--- src/rtl/core/arp_cache_responder_defines.svh ---
// assertion macros for the arp cache responder
`ifndef ARP_CACHE_RESPONDER_DEFINES_SVH
`define ARP_CACHE_RESPONDER_DEFINES_SVH

// condition that holds at every clock edge out of reset
`define ARPC_ASSERT(lbl, cond) \
	lbl: assert property (@(posedge clk) disable iff (!arst_n) (cond)) \
		else $error("arp cache responder check failed");

// condition that implies a consequence in the next cycle
`define ARPC_ASSERT_NEXT(lbl, ante, cons) \
	lbl: assert property (@(posedge clk) disable iff (!arst_n) (ante) |=> (cons)) \
		else $error("arp cache responder check failed");

`endif

--- src/rtl/core/arpc_ram.sv ---
// generic single-port-write, single-port-read ram with registered read
`default_nettype none

module arpc_ram #(
	parameter int WIDTH = 8,
	parameter int DEPTH = 16
) (
	input  wire logic                     clk,
	input  wire logic                     we,
	input  wire logic [$clog2(DEPTH)-1:0] waddr,
	input  wire logic [WIDTH-1:0]         wdata,
	input  wire logic                     re,
	input  wire logic [$clog2(DEPTH)-1:0] raddr,
	output logic      [WIDTH-1:0]         rdata
);

	logic [WIDTH-1:0] mem [DEPTH];

	always_ff @(posedge clk) begin
		if (we) begin
			mem[waddr] <= wdata;
		end
		if (re) begin
			rdata <= mem[raddr];
		end
	end

endmodule

`default_nettype wire

--- config.mk ---
export PLATFORM = sky130hd
export DESIGN_NAME = arpc_ram
export DESIGN_NICKNAME = d
export VERILOG_FILES = /design/src/rtl/core/arp_cache_responder_defines.svh /design/src/rtl/core/arpc_ram.sv
export SDC_FILE = /design/constraint.sdc
export NUM_CORES = 1
export LEC_CHECK = 0
export BUFFER_PORTS_ARGS = -buffer_cell sky130_fd_sc_hd__buf_2
export CAP_MARGIN = 20
export CORE_ASPECT_RATIO = 0.8
export CORE_MARGIN = 3
export CORE_UTILIZATION = 42
export DETAILED_ROUTE_END_ITERATION = 6
export RECOVER_POWER = 50
export SYNTH_ARGS = -nofsm -noshare
export SYNTH_HDL_FRONTEND = slang
export SYNTH_SLANG_ARGS = --single-unit
--- constraint.sdc ---
create_clock -name clk -period 3.15 [get_ports clk]
set_input_delay 0.63 -clock clk [delete_from_list [all_inputs] [get_ports clk]]
set_output_delay 0.63 -clock clk [all_outputs]
set_load 0.1 [all_outputs]
# Word level (Yosys, flattened, before mapping)

Memory sizes are Yosys's and may differ from the RTL's. A register that Yosys moved wholly into a read port is not among the register bits.
Index checks and enable logic that the tools add are counted.

Register bits: 0
Latch bits: 0
RAM bits: 128
Memory bits (read-only): 0
Input port bits: 19
Logic and storage cells: 3
Memories kept: 1

Add/subtract/negate cells: 0
$mul: 0
Div/mod/pow operators: 0
Order comparisons: 0
Eq/ne operators: 0
Shift-type cells: 0
Mux-type cells: 2
Bitwise operators: 0
Reduce and logical (&&, ||, !) cells: 0

Memory list:

| memory | words | width | read ports | clocked after memory_dff | wr ports | RTL line       | RTL |
|---|---|---|---|---|---|---|---|
| mem    | 16    | 8     | 1          | 1                        | 1        | arpc_ram.sv:17 | `logic [WIDTH-1:0] mem [DEPTH];` |

Operator list:

| kind    | count |
|---|---|
| $mux W1 | 2 |

# Logic depth before layout (Yosys ltp)

Depth in word-level cells: 2
Depth in mapped cells: 5
Depth with buffers taken out: 3

# Worst setup path after synthesis

No wires, ideal clock.

Kind: input to register
Start: input port waddr[2]
End: memory mem[0][0], enable pin
Arrival time: 1,740 ps
Slack: 1,027 ps
Stages on the path: 2
Path buffers: 0
Cell sequence: or3b_2 -> nor3_1

RTL lines:

| item               | RTL line       | RTL |
|---|---|---|
| start: declaration | arpc_ram.sv:10 | `input wire logic [$clog2(DEPTH)-1:0] waddr,` |
| end: declaration   | arpc_ram.sv:17 |  |

Straight into the memory's write port.

==> impl_metrics.ini <==
[run_status]
status = finished clean

[worst_setup_path]
worstPathRequired_ps = 3300
path_delay_family = buffers and inverters
crit_path_end_kind = flop
crit_fanout = 24
cpPeakStageDelay_ps = 500
rr_worst_depth = 3
r2r_start = mem[1][0]
slowest_stage = buf_2
crit_chain = buf_2 -> buf_4 -> mux4_2 -> a22oi_1 -> nand2_1
r2r_slack_ps = 1610
cp_num_buf_inv = 2
worstSetupPathType = in -> reg
critPathArrivalTime_ps = 2020
start_kind = input pin
r2r-end = rdata[0]

[sta]
relSlewSlack = 0.361
period_needed_ps = 1870
worst_pin_slew_ps = 954
final-hold-violation-count = 0
setup_violations = 0
drv_slew = 0
fmax_mhz = 534
skew_ps = 9.51
tns_ps = 0
period_share = 0.594
rsz0062_at_grt = no

[min_path]
hold_path_depth = 1
hp-start = re
worstHoldPathType = in -> reg
holdPathEnd = rdata[5]

[detailed_routing]
drt_wl_total_mm = 10.5
drtAntennaViolNets = 0
first_iter_violations = 257
wire_per_inst_um = 24.2
drt_first_pass_iters = 4
drc = 0
num_vias = 2416
viasPerCell = 5.57

[clock_network]
cts_hold_buf = 0
cts_buffer_depth = 2
htree_levels = 4
path_clk_slew_ps = 60
cts_root_buf = clkbuf_16
cts_tree = yes
cts_setup_buffers = 0
numCtsBuffers = 17
cts.sinks = 136
cts_resized = 0
clk_latency_ps = 410

[floorplanning]
start_util = 0.442
die_area_um2 = 13800
core_um2 = 11800
die_h_um = 106
dieWidth_um = 131
ios = 27
rows = 35

[finish]
postLayoutCellArea_um2 = 6110
fill_cells = 948
nets = 292
layout_common_cells = 136 x edfxtp_1, 18 x mux4_2, 17 x clkbuf_16
drive_gt1_frac = 0.252
n_antenna_cell = 0
area_delta_synth_final_pct = 16.9
layout_commonest_cell = edfxtp_1

[yosys]
syn-cell-area_um2 = 5230
synth-warning-count = 0
yosysTopAreaCell = edfxtp_1
yosysTopAreaCellShare = 0.781
synth.distinct_cells = 18
synth_edf_count = 136
synth.area.top_cells = edfxtp_1 78%, mux4_2 7.8%, mux4_1 7.0%, a22oi_1 2.3%, nor2_1 0.93%
ys_ff_latch = 136
synth_nets = 248
seq_area_frac_synth = 0.781
synthArstFlopShare = 0
synth_cells = 229
syn_area_per_cell_um2 = 22.8
synth_flop_cell = edfxtp_1

[global_routing]
grt_pass1_vias = 2460
grt_usage = 0.166
grt_pass1_wl_mm = 15.9
grt_overflow = 0
antenna_found_initial = 0
grt_max_degree = 25

[placed_design]
port_buffers = 26
hpwl_mm = 6.68
gp_congestion = 0.711
dpl_cell_area_um2 = 5540

[power]
powerDensity_nw_per_um2 = 698
ir_drop_uv = 441
power.leakage_nw = 2.01

[flow_run]
drv_cap = 0
## cell families (layout without fill, tap and decap cells)
group	after synthesis	after routing	synth area share
DFF	136	136	0.781
buffers and inverters	10	67	0.0165
muxes	32	32	0.148
and+or+nand+nor	35	35	0.0314
AOI/OAI and AO/OA	16	16	0.0230
## through the flow
stage           util  worst slack (ps)  total power, mW  std cells  hold slack (ps)
2_1_floorplan      -              1030             2.25        229              705
3_3_place_gp   0.468               824             2.34        402              731
3_5_place_dp   0.468               814             2.34        402              737
4_1_cts        0.518              1250             4.29        434              568
5_1_grt        0.517              1190             4.40        434              689
6_report       0.517              1280             4.26        434              677
## registers in the layout, indices dropped and copies added (netlist names)
register,count
mem,128
rdata,8
## Yosys cell counts (2+ instances only)
cell type	count
buf_6	3
clkdlybuf4s25_2	3
a22oi_1	16
nor3_1	4
edfxtp_1	136
nand2_1	9
nor2_1	13
nand3b_1	2
mux4_1	14
buf_2	3
mux4_2	18
nand2b_1	2
## routing by layer
| layer | global-route usage | up-vias | part of all wire |
|---|---|---|---|
| met4 | 0.0374 | 0 | 0.0095 |
| met1 | 0.263 | 1277 | 0.49 |
| met2 | 0.217 | 63 | 0.44 |
| met5 | 0 | - | 0 |
| met3 | 0.0628 | 9 | 0.059 |
| li1 | - | 1067 | - |
## worst reg2reg max path: cells and delay by family (launching register included)
kind | cells | cell delay [ps]
DFF | 1 | 360
muxes | 1 | 590
AOI/OAI and AO/OA | 1 | 260
and+or+nand+nor | 1 | 80
## final cells by class
| class | count | area (um^2) | area share |
|---|---|---|---|
| well taps | 148 | 185 | 0.0303 |
| repair buffers | 35 | 194 | 0.0317 |
| flip-flops and latches | 136 | 4080 | 0.669 |
| multi-input cells | 83 | 1060 | 0.173 |
| clock inverters | 13 | 155 | 0.0254 |
| clock buffers | 19 | 433 | 0.0709 |
## how the worst max path moves through the flow
stage / from / endpoint / slack [ps] / cells after the start
after floorplan: waddr[2] / mem[0][0] / 1030 / 2
after global placement: raddr[1] / rdata[2] / 820 / 5
after detailed placement: raddr[1] / rdata[2] / 810 / 5
after CTS: raddr[1] / rdata[2] / 1250 / 5
after global routing: we / mem[3][1] / 1190 / 3
final: raddr[1] / rdata[2] / 1280 / 5
## where the power goes
| group | internal [mW] | leakage (nW) | total (mW) | switching (mW) |
|---|---|---|---|---|
| clock network | 1.24 | 0.284 | 1.97 | 0.728 |
| logic | 0.0743 | 0.492 | 0.249 | 0.174 |
| registers | 2.04 | 1.24 | 2.05 | 0.00949 |
| total | 3.35 | 2.01 | 4.26 | 0.912 |
Power figures use the tool's default switching activity.
